==> config.mk <==
export PLATFORM = sky130hd
export DESIGN_NAME = multi_encoder_pulse_reporter_unit
export DESIGN_NICKNAME = d
export VERILOG_FILES = /design/src/rtl/mepr_pkg.sv /design/src/rtl/mepr_ctrl.sv /design/src/rtl/mepr_datapath.sv /design/src/rtl/multi_encoder_pulse_reporter_unit.sv
export SDC_FILE = /design/constraint.sdc
export NUM_CORES = 1
export LEC_CHECK = 0
export ABC_AREA = 0
export BUFFER_PORTS_ARGS = -buffer_cell sky130_fd_sc_hd__buf_2
export CORE_AREA = 2 2 103 105
export DETAILED_ROUTE_END_ITERATION = 7
export DIE_AREA = 0 0 105 107
export PLACE_DENSITY = 0.69
export SETUP_SLACK_MARGIN = 0.1
export SLEW_MARGIN = 10
export SYNTH_ARGS = -nofsm -noshare
export SYNTH_HDL_FRONTEND = slang
export SYNTH_HIERARCHICAL = 1
export SYNTH_SLANG_ARGS = --single-unit
==> constraint.sdc <==
create_clock -name clk -period 3.3 [get_ports clk]
set_input_delay 0.33 -clock clk [delete_from_list [all_inputs] [get_ports clk]]
set_output_delay 0.33 -clock clk [all_outputs]
set_load 0.02 [all_outputs]
==> src/rtl/mepr_pkg.sv <==
// Shared types and constants for the multi-encoder pulse reporter.
package mepr_pkg;

  // Number of scanned encoders (1 to 6, as the pin word holds six); the report layout is fixed.
  localparam int unsigned ENC_COUNT = 6;
  localparam int unsigned IDX_W     = 3;
  localparam int unsigned PIN_W     = 12;
  localparam int unsigned PAD_W     = 16;
  localparam int unsigned HOLD_W    = 16;
  localparam int unsigned LOW_W     = 8;
  localparam int unsigned HIGH_W    = 6;

  localparam logic [HOLD_W-1:0] HOLD_LIMIT_RST = 16'h0300;
  localparam logic [IDX_W-1:0]  FAST_ENC       = 3'd3;
  localparam logic [1:0]        DETENT_LAST    = 2'd3;

  localparam logic KIND_SCAN = 1'b0;
  localparam logic KIND_TICK = 1'b1;

  localparam logic [1:0] DIR_CW  = 2'b10;
  localparam logic [1:0] DIR_CCW = 2'b01;

  // Controller to datapath.
  typedef struct packed {
    logic             load;
    logic             step;
    logic             finish;
    logic [IDX_W-1:0] idx;
  } cmd_t;

  // Datapath to controller.
  typedef struct packed {
    logic is_tick;
    logic out_free;
  } sts_t;

endpackage

==> src/rtl/mepr_ctrl.sv <==
// Sequencer for the multi-encoder pulse reporter: accept, per-encoder steps, finish.
module mepr_ctrl (
  input  logic          clk,
  input  logic          rst_n,
  input  logic          in_valid,
  output logic          in_stall,
  input  mepr_pkg::sts_t sts,
  output mepr_pkg::cmd_t cmd
);

  typedef enum logic [1:0] {
    ST_IDLE,
    ST_SCAN,
    ST_FINISH
  } state_t;

  state_t                     state_r;
  logic [mepr_pkg::IDX_W-1:0] idx_r;

  always_ff @(posedge clk) begin
    if (!rst_n) begin
      state_r <= ST_IDLE;
      idx_r   <= '0;
    end else begin
      unique case (state_r)
        ST_IDLE: begin
          if (in_valid) begin
            idx_r   <= '0;
            state_r <= (sts.is_tick) ? ST_FINISH : ST_SCAN;
          end
        end
        ST_SCAN: begin
          if (idx_r == mepr_pkg::IDX_W'(mepr_pkg::ENC_COUNT - 1)) begin
            state_r <= ST_FINISH;
          end else begin
            idx_r <= idx_r + 1'b1;
          end
        end
        ST_FINISH: begin
          if (sts.out_free) begin
            state_r <= ST_IDLE;
          end
        end
        default: state_r <= ST_IDLE;
      endcase
    end
  end

  assign in_stall   = (state_r != ST_IDLE);
  assign cmd.load   = (state_r == ST_IDLE) && in_valid;
  assign cmd.step   = (state_r == ST_SCAN);
  assign cmd.finish = (state_r == ST_FINISH) && sts.out_free;
  assign cmd.idx    = idx_r;

endmodule

==> src/rtl/mepr_datapath.sv <==
// Datapath for the multi-encoder pulse reporter: pin compare, detent, hold timer, output.
module mepr_datapath (
  input  logic                          clk,
  input  logic                          rst_n,
  input  mepr_pkg::cmd_t                cmd,
  output mepr_pkg::sts_t                sts,
  input  logic                          in_kind,
  input  logic [mepr_pkg::PIN_W-1:0]    in_encoder_pins,
  input  logic                          cfg_wr_en,
  input  logic [mepr_pkg::HOLD_W-1:0]   cfg_wr_data,
  output logic                          out_valid,
  input  logic                          out_stall,
  output logic [mepr_pkg::LOW_W-1:0]    out_report_low,
  output logic [mepr_pkg::HIGH_W-1:0]   out_report_high,
  output logic                          out_scan_changed
);

  logic                          kind_r;
  logic [mepr_pkg::PIN_W-1:0]    pins_r;
  logic [mepr_pkg::PIN_W-1:0]    prev_r;
  logic [1:0]                    detent_r;
  logic                          pending_r;
  logic [mepr_pkg::HOLD_W-1:0]   hold_cnt_r;
  logic                          expired_r;
  logic [mepr_pkg::HOLD_W-1:0]   hold_limit_r;
  logic [mepr_pkg::LOW_W-1:0]    held_low_r;
  logic [mepr_pkg::HIGH_W-1:0]   held_high_r;
  logic [mepr_pkg::PAD_W-1:0]    norm_r;
  logic [1:0]                    fast3_r;
  logic                          out_valid_r;
  logic [mepr_pkg::LOW_W-1:0]    out_low_r;
  logic [mepr_pkg::HIGH_W-1:0]   out_high_r;
  logic                          out_chg_r;

  logic [mepr_pkg::PAD_W-1:0]    new_pad;
  logic [mepr_pkg::PAD_W-1:0]    old_pad;
  logic [1:0]                    new_pair;
  logic [1:0]                    old_pair;
  logic [1:0]                    dir;
  logic [mepr_pkg::HOLD_W-1:0]   hold_next;
  logic [mepr_pkg::LOW_W-1:0]    build_low;
  logic [mepr_pkg::HIGH_W-1:0]   build_high;

  // Pins past the input word read as zero.
  assign new_pad  = {{(mepr_pkg::PAD_W - mepr_pkg::PIN_W){1'b0}}, pins_r}
                    >> {cmd.idx, 1'b0};
  assign old_pad  = {{(mepr_pkg::PAD_W - mepr_pkg::PIN_W){1'b0}}, prev_r}
                    >> {cmd.idx, 1'b0};
  assign new_pair = new_pad[1:0];
  assign old_pair = old_pad[1:0];
  // New phase a against old phase b.
  assign dir      = (new_pair[1] ^ old_pair[0]) ? mepr_pkg::DIR_CCW : mepr_pkg::DIR_CW;

  assign hold_next  = hold_cnt_r + 1'b1;
  assign build_low  = norm_r[7:0];
  assign build_high = {norm_r[11:8], fast3_r};

  always_ff @(posedge clk) begin
    if (!rst_n) begin
      prev_r       <= '0;
      detent_r     <= '0;
      pending_r    <= 1'b1;
      hold_cnt_r   <= '0;
      expired_r    <= 1'b0;
      hold_limit_r <= mepr_pkg::HOLD_LIMIT_RST;
      held_low_r   <= '0;
      held_high_r  <= '0;
      out_valid_r  <= 1'b0;
    end else begin
      if (cfg_wr_en) begin
        hold_limit_r <= cfg_wr_data;
      end

      if (cmd.step && (old_pair != new_pair)) begin
        pending_r <= 1'b1;
        if (detent_r != mepr_pkg::DETENT_LAST) begin
          detent_r <= detent_r + 1'b1;
        end else begin
          detent_r <= '0;
        end
      end

      if (cmd.finish) begin
        out_valid_r <= 1'b1;
        if (kind_r == mepr_pkg::KIND_TICK) begin
          if (hold_next == hold_limit_r) begin
            expired_r  <= 1'b1;
            hold_cnt_r <= '0;
          end else begin
            hold_cnt_r <= hold_next;
          end
        end else begin
          prev_r <= pins_r;
          // A rebuild drops any pending expiry.
          if (pending_r) begin
            held_low_r  <= build_low;
            held_high_r <= build_high;
            pending_r   <= 1'b0;
            expired_r   <= 1'b0;
            hold_cnt_r  <= '0;
          end else if (expired_r) begin
            held_low_r  <= '0;
            held_high_r <= '0;
            detent_r    <= '0;
            expired_r   <= 1'b0;
          end
        end
      end else if (!out_stall) begin
        out_valid_r <= 1'b0;
      end
    end
  end

  // Payload registers.
  always_ff @(posedge clk) begin
    if (cmd.load) begin
      kind_r  <= in_kind;
      pins_r  <= in_encoder_pins;
      norm_r  <= '0;
      fast3_r <= '0;
    end else if (cmd.step && (old_pair != new_pair)) begin
      if (detent_r != mepr_pkg::DETENT_LAST) begin
        norm_r[{cmd.idx, 1'b0} +: 2] <= dir;
      end else if (cmd.idx == mepr_pkg::FAST_ENC) begin
        fast3_r <= dir;
      end
    end

    if (cmd.finish) begin
      if (kind_r == mepr_pkg::KIND_TICK) begin
        out_low_r  <= held_low_r;
        out_high_r <= held_high_r;
        out_chg_r  <= 1'b0;
      end else if (pending_r) begin
        out_low_r  <= build_low;
        out_high_r <= build_high;
        out_chg_r  <= 1'b1;
      end else if (expired_r) begin
        out_low_r  <= '0;
        out_high_r <= '0;
        out_chg_r  <= 1'b0;
      end else begin
        out_low_r  <= held_low_r;
        out_high_r <= held_high_r;
        out_chg_r  <= 1'b0;
      end
    end
  end

  assign sts.is_tick  = (in_kind == mepr_pkg::KIND_TICK);
  assign sts.out_free = !out_valid_r || !out_stall;

  assign out_valid        = out_valid_r;
  assign out_report_low   = out_low_r;
  assign out_report_high  = out_high_r;
  assign out_scan_changed = out_chg_r;

endmodule

==> src/rtl/multi_encoder_pulse_reporter_unit.sv <==
// Top level of the multi-encoder pulse reporter: controller plus datapath.
//
// Scans six two-phase rotary encoders and reports turn direction in 14
// bits (report_low and report_high). An item is either a pin scan or one
// prescaled timer tick. A scan holds the input side through the accept
// step that latches the pins, a step per encoder through the shared phase
// compare and detent counter, and a finish step that rebuilds or clears
// the reports; the result is registered from the finish step. A tick
// holds the input side through accept and finish only.
// The input side accepts one item at a time; the result sits in an output
// register, so the next item is accepted while the previous result still
// waits to be taken. The finish step of that next item waits for as long
// as the earlier result is stalled, so output stalls lengthen the time
// that an item holds the input side.
// Every fourth direction step (shared detent count) is
// a fast step; only encoder 3 reports fast steps, in report_high[1:0].
// After hold_limit ticks with no change the next scan clears the reports
// and the detent counter. A limit of zero means 65536 ticks. The first
// scan after reset always reports. cfg_wr_en writes hold_limit (reset 768)
// and must only be used while the block is idle.
module multi_encoder_pulse_reporter_unit (
  input  logic                          clk,
  input  logic                          rst_n,
  input  logic                          in_valid,
  output logic                          in_stall,
  input  logic                          in_kind,
  input  logic [mepr_pkg::PIN_W-1:0]    in_encoder_pins,
  input  logic                          cfg_wr_en,
  input  logic [mepr_pkg::HOLD_W-1:0]   cfg_wr_data,
  output logic                          out_valid,
  input  logic                          out_stall,
  output logic [mepr_pkg::LOW_W-1:0]    out_report_low,
  output logic [mepr_pkg::HIGH_W-1:0]   out_report_high,
  output logic                          out_scan_changed
);

  mepr_pkg::cmd_t cmd;
  mepr_pkg::sts_t sts;

  // Sequencer: owns the handshake on the input side and the encoder index.
  mepr_ctrl u_ctrl (
    .clk      (clk),
    .rst_n    (rst_n),
    .in_valid (in_valid),
    .in_stall (in_stall),
    .sts      (sts),
    .cmd      (cmd)
  );

  // Datapath: per-encoder compare, detent, hold timer, output register.
  mepr_datapath u_dp (
    .clk              (clk),
    .rst_n            (rst_n),
    .cmd              (cmd),
    .sts              (sts),
    .in_kind          (in_kind),
    .in_encoder_pins  (in_encoder_pins),
    .cfg_wr_en        (cfg_wr_en),
    .cfg_wr_data      (cfg_wr_data),
    .out_valid        (out_valid),
    .out_stall        (out_stall),
    .out_report_low   (out_report_low),
    .out_report_high  (out_report_high),
    .out_scan_changed (out_scan_changed)
  );

`ifndef NO_ASSERTIONS
  // An accepted item keeps the input side busy next cycle.
  a_busy_after_accept: assert property (@(posedge clk) disable iff (!rst_n)
    (in_valid && !in_stall) |=> in_stall)
    else $error("input not stalled after accept");

  // A new result only appears from the finish step, while busy.
  a_result_from_finish: assert property (@(posedge clk) disable iff (!rst_n)
    $rose(out_valid) |-> $past(in_stall))
    else $error("result without finished item");

  // Encoder step and finish never overlap.
  a_step_finish_excl: assert property (@(posedge clk) disable iff (!rst_n)
    !(cmd.step && cmd.finish))
    else $error("step and finish at once");
`endif

endmodule
Word level (Yosys, flattened, before mapping)
Cells that the tools add are included.
{ "classes": {"multipliers": 0, "shifts": 4, "n_div": 0, "n_mux": 34, "add_sub_neg": 4, "eq_ne": 13, "bitwise_logic": 3, "order_cmp": 0, "reduce_logical": 17} }
{ "op_table": {"columns": ["operator", "count"], "rows": [
  ["16-bit two-way mux", 3],
  ["8-bit two-way mux", 3],
  ["12-bit by 4-bit right shift with 2-bit output", 2],
  ["2-bit two-way mux", 11],
  ["6-bit two-way mux", 3],
  ["16-bit by 1-bit adder with 16-bit output (second input constant)", 1],
  ["16-bit bitwise mux", 1],
  ["16-bit == test", 1],
  ["2-bit by 6-bit variable shift with 16-bit output (first input constant)", 1],
  ["2-bit by 6-bit indexed part select with 16-bit output", 1],
  ["2-bit != test (second input constant)", 5],
  ["1-bit two-way mux", 9],
  ["3-bit AND reduction", 3],
  ["2-bit AND reduction", 4],
  ["3-bit two-way mux", 2],
  ["4-bit negation with 6-bit output", 1],
  ["2-bit one-hot mux with 3 select lines", 1],
  ["3-bit one-hot mux with 2 select lines", 1],
  ["2-bit nonzero test", 3],
  ["2-bit by 1-bit != test with 1-bit output (second input constant)", 2],
  ["3-bit by 1-bit adder with 3-bit output (second input constant)", 1],
  ["3-bit by 2-bit == test with 1-bit output (second input constant)", 1],
  ["3-bit == test (second input constant)", 1],
  ["1-bit logical AND", 3],
  ["9 further kinds", 11]
]} }
{ "word_totals": {"n_memories": 0, "word_cells": 93, "romBits": 0, "mem_bits_rw": 0, "out_inout_bits": 17, "latchBits": 0, "reg_bits": 114, "inputBits": 34} }

Longest topological paths before layout
{ "logic_depth": {"ltp_word": 8, "ltp_mapped": 10, "depth_no_buf": 9} }

Cells and area by module
The synthesis kept the hierarchy.
{ "modules_own_cells": {"columns": ["mod", "area_each_um2", "cells_each", "seq_area_each_um2", "n_inst"], "rows": [
  ["mepr_datapath", 4880.9, 493, 2382.3, 1],
  ["mepr_ctrl", 285.3, 33, 100.1, 1]
]} }

Worst setup path before layout
Ideal clock, no wire load.
{ "synth_path": {"path_type": "flip-flop to flip-flop", "start": "reg u_dp/hold_cnt_r[3] (netlist bit)", "end": "reg u_dp/hold_cnt_r[3] (netlist bit)", "required_ps": 3168, "arrival_time_ps": 2645, "stages_incl_launch_ff": 10, "path_slack_ps": 523, "setup_time_ps": 132, "synth_period_minus_slack_ps": 2777, "n_path_buf": 1, "cell_sequence": "dfxtp_1 -> buf_4 -> nand4_1 -> or4_1 -> a2111o_1 -> a2111o_1 -> nor4_4 -> a21oi_2 -> o2bb2a_1 -> a21oi_1"} }
{ "synth_between": {"elab_chain_len": 4} }
{ "synth_rtl": {"columns": ["element", "line_no", "source"], "rows": [
  ["from (decl)", "mepr_datapath.sv:23", "logic [mepr_pkg::HOLD_W-1:0] hold_cnt_r;"],
  ["from (signal assigned)", "mepr_datapath.sv:90", "hold_cnt_r <= hold_next;"],
  ["16-bit by 1-bit adder with 16-bit output (*)", "mepr_datapath.sv:54", "assign hold_next = hold_cnt_r + 1'b1;"],
  ["16-bit == test", "mepr_datapath.sv:86", "if (hold_next == hold_limit_r) begin"],
  ["16-bit two-way mux (*)", "mepr_datapath.sv:86", null],
  ["16-bit two-way mux (*)", "mepr_datapath.sv:85", "if (kind_r == mepr_pkg::KIND_TICK) begin"]
]} }
Mark *: on every way between the ends. The rest lies on a longest branch, timed or not.
A chain may end at the register's enable or synchronous reset.

Worst setup path after layout
{ "layout_path": {"start": "reg u_dp/hold_cnt_r[6] (netlist bit)", "end": "reg u_dp/hold_cnt_r[3] (netlist bit)"} }
{ "layout_between": {"elab_chain_len": 4} }
{ "layout_rtl": {"columns": ["element", "line_no"], "rows": [
  ["16-bit by 1-bit adder with 16-bit output", "mepr_datapath.sv:54"],
  ["16-bit == test", "mepr_datapath.sv:86"],
  ["16-bit two-way mux", "mepr_datapath.sv:86"],
  ["16-bit two-way mux", "mepr_datapath.sv:85"]
]} }
Every way passes these cells.

==> metrics.cfg <==
[drt]
drt-initial-drc-count = 148
drc = 0
vias_per_cell = 5.475
wl_um = 10260
wl_per_cell_um = 14.45
ant_nets = 0
vias = 3887
dr.pass1.iters = 4

[die]
initial_core_util_pct = 51.19
rows = 37
die_h_um = 107
die_area_mm2 = 0.01124
die_x_um = 105
io_pins = 51
design.core.area_mm2 = 0.01009

[clock_network]
ctsHoldBuffers = 0
cts_setup_buffers = 0
clk_pin_slew_worst_paths_ps = 100
cts_num_sinks = 110
clk_root_buffer_cell = clkbuf_8
clkLatencyLatePin_ps = 380
cts_max_level = 3
clk_path_buf_depth = 2
tritoncts = yes
cts_buffers = 9

[flow_run]
drv_cap = 0

[global_routing]
grt_usage_pct = 18.96
overflow = 0
grt_pass1_wl_um = 17220
antenna_found_initial = 0
grt_pass1_vias = 3804
grt_start_max_net_pins = 40

[logic_synthesis]
ys.flop_type = dfxtp_1
synthDominantCellAreaShare_pct = 31.78
yosys.area_share.simple_pct = 19.64
yosysWarnings = 6
syn_inst = 526
syn_nets = 567
synth-seq-cells = 110
ys_types = 58
synth_mux_area_share_pct = 11.82
synth.largest_area_cell = dfxtp_1
syn_area_mm2 = 0.005166
synth_compound_area_share_pct = 11.58
avgSynthCellArea_um2 = 9.822
async_reset_ff_share_pct = 0
yosys.area_share.xor_xnor_pct = 3.730
yosysSeqAreaShare_pct = 48.05
synth_top_family_by_area = simple AND/OR/NAND/NOR gates
synth_area_leaders = dfxtp_1 32%, edfxtp_1 16%, mux2i_1 10%
synthAdderAreaFrac_pct = 1.695
synth_enable_flop_cells = 28

[sta]
setup_viol = 0
hold_violations = 0
drv_slew = 0
min_period_ps = 3074
grt_setup_unrepaired = false
finalSetupTns_ps = 0
timing_worst_slew_pin_value_ps = 1214
max_freq_mhz = 325.3
fin_skew_ps = 14.70
finalCritPeriodShare_pct = 93.16
relSlewSlack_pct = 18.92
worst_hold_slack_ps = 119.1
timing.final.ws_setup_ps = 225.8

[cells_and_area]
layout_common_cells = 79 x dfxtp_1, 66 x nand2_1, 52 x mux2i_1
area_growth_pct = 11.29
multi_input_area_mm2 = 0.002516
nNetsFinal = 610
fill_cells = 909
regArea_mm2 = 0.002486
layout_commonest_cell = dfxtp_1
drive_gt1_share_pct = 17.07
diodes = 0

[placement]
place_hpwl_um = 7160
port_buffers = 50
gp_congestion = 0.8439
place_ws_ps = 172.1

[setup_path]
required_ps = 3560
critPathLaunch = u_dp/hold_cnt_r[6]
rr_endpoint = u_dp/hold_cnt_r[3]
crit_type = flop to flop
r2r_slack_ps = 230
cp.arrival_ps = 3330
start_kind = flop
endpoint_kind = flop
ff2ff_path_depth = 8
cp-endpoint = u_dp/hold_cnt_r[3]
crit_fanout = 17
r2r_start = u_dp/hold_cnt_r[6]

[power]
vdd_drop_max_mv = 0.3991
p_per_area_mw_per_mm2 = 423.9
cellLeakagePower_nw = 2.159

[min_path]
hold_path.class = input pin to flop

[status]
status = finished clean

[routing by layer]
metal / share of wire [%] / GRT usage (%) / wire, um / vias to the layer above
li1: - / - / - / 1942
met1: 45 / 23.27 / 4644 / 1865
met2: 51 / 33.63 / 5191 / 70
met3: 2.9 / 3.769 / 302 / 10
met4: 1.2 / 5.810 / 124 / 0
met5: 0 / 0 / 0 / -
[synthesized netlist by cell type, types with 2 or more instances]
library cell / number
nor3_1: 6
clkbuf_1: 21
nand2b_1: 17
buf_2: 3
a21o_1: 2
nor2_1: 48
a21oi_1: 31
nor4_1: 2
dfxtp_1: 82
mux4_2: 4
nand2_1: 66
o21bai_1: 2
xor2_1: 8
nor3b_1: 5
nor4b_1: 2
a22o_1: 14
a2111o_1: 2
o31a_1: 4
o21ai_1: 5
edfxtp_1: 28
o31ai_1: 3
xnor2_1: 14
ha_1: 7
and4_1: 2
buf_1: 3
or2_2: 3
or2_1: 2
and3_1: 5
nor2b_1: 8
inv_1: 9
nand4b_1: 3
nand3_2: 2
nand3b_1: 5
buf_4: 3
mux2i_1: 52
a31oi_1: 8
or4_1: 4
nand3_1: 11
a311oi_1: 2
or3_1: 5
o21ai_0: 6
[per-stage QoR]
stage	total power, mW	utilization, %	std cells	area, um2
floorplan	1.623	-	526	5166
global placement	1.686	55.00	694	5550
detailed placement	1.693	55.00	694	5550
CTS	2.467	56.86	710	5738
global route	2.547	56.97	710	5749
finish	2.437	56.97	710	5749
[worst min-delay path by stage]
stage                       start                    to  slack, ps  cells after the start
4_1_cts        in_encoder_pins[7]        u_dp/pins_r[7]        100                      1
3_3_place_gp       u_dp/prev_r[1]        u_dp/prev_r[1]        440                      2
6_report       in_encoder_pins[0]        u_dp/pins_r[0]        120                      1
2_1_floorplan               rst_n  u_dp/hold_limit_r[8]        390                      1
5_1_grt        in_encoder_pins[9]        u_dp/pins_r[9]         90                      1
3_5_place_dp      u_dp/prev_r[10]       u_dp/prev_r[10]        450                      2
[cell type report]
class                   count  area share (%)
multi-input cells         374           43.76
repair buffers             63           6.050
clock buffers               9           2.155
flip-flops and latches    110           43.24
inverters                  11          0.7182
clock inverters             7           1.110
well taps                 136           2.960
[state kept, by name (all words and copies together), names as in the netlist, 2 cells and up]
register / flops
u_dp/prev_r: 12
u_dp/held_low_r: 8
u_dp/out_report_high: 6
u_ctrl/idx_r: 3
u_dp/out_report_low: 8
u_dp/hold_limit_r: 16
u_dp/pins_r: 12
u_dp/norm_r: 12
u_dp/held_high_r: 6
u_dp/detent_r: 2
u_dp/fast3_r: 2
u_ctrl/state_r: 2
u_dp/hold_cnt_r: 16
[power by group]
group	total (mW)	switching, mW	internal, mW	leakage, nW
Clock	0.775	0.481	0.293	0.0972
Combinational	0.217	0.126	0.0910	1.13
Sequential	1.45	0.0273	1.42	0.932
[logic make-up (layout without fill, tap and decap cells)]
group / after synthesis / count (layout)
multiplexers: 56 / 56
buffers and inverters: 42 / 90
flip-flops: 110 / 110
adder cells (fa/ha/maj): 7 / 7
AND/OR/NAND/NOR: 201 / 201
XOR/XNOR: 22 / 22
AO/OA/AOI/OAI: 88 / 88
[timing repair]
action                     4_1_cts  5_1_grt
hold endpoints to repair         0        0
setup endpoints to repair        0        2
gates resized for setup          0        4
[worst max-delay path, stage by stage, from the launching register on]
cell	delay, ps
dfxtp_1	430
nand3_2	180
or4_1	550
a2111o_1	430
a2111o_1	390
nor4_4	390
a21oi_4	210
o2bb2a_1	310
a21oi_1	60
No activity file was read; power rests on OpenSTA's default activity.
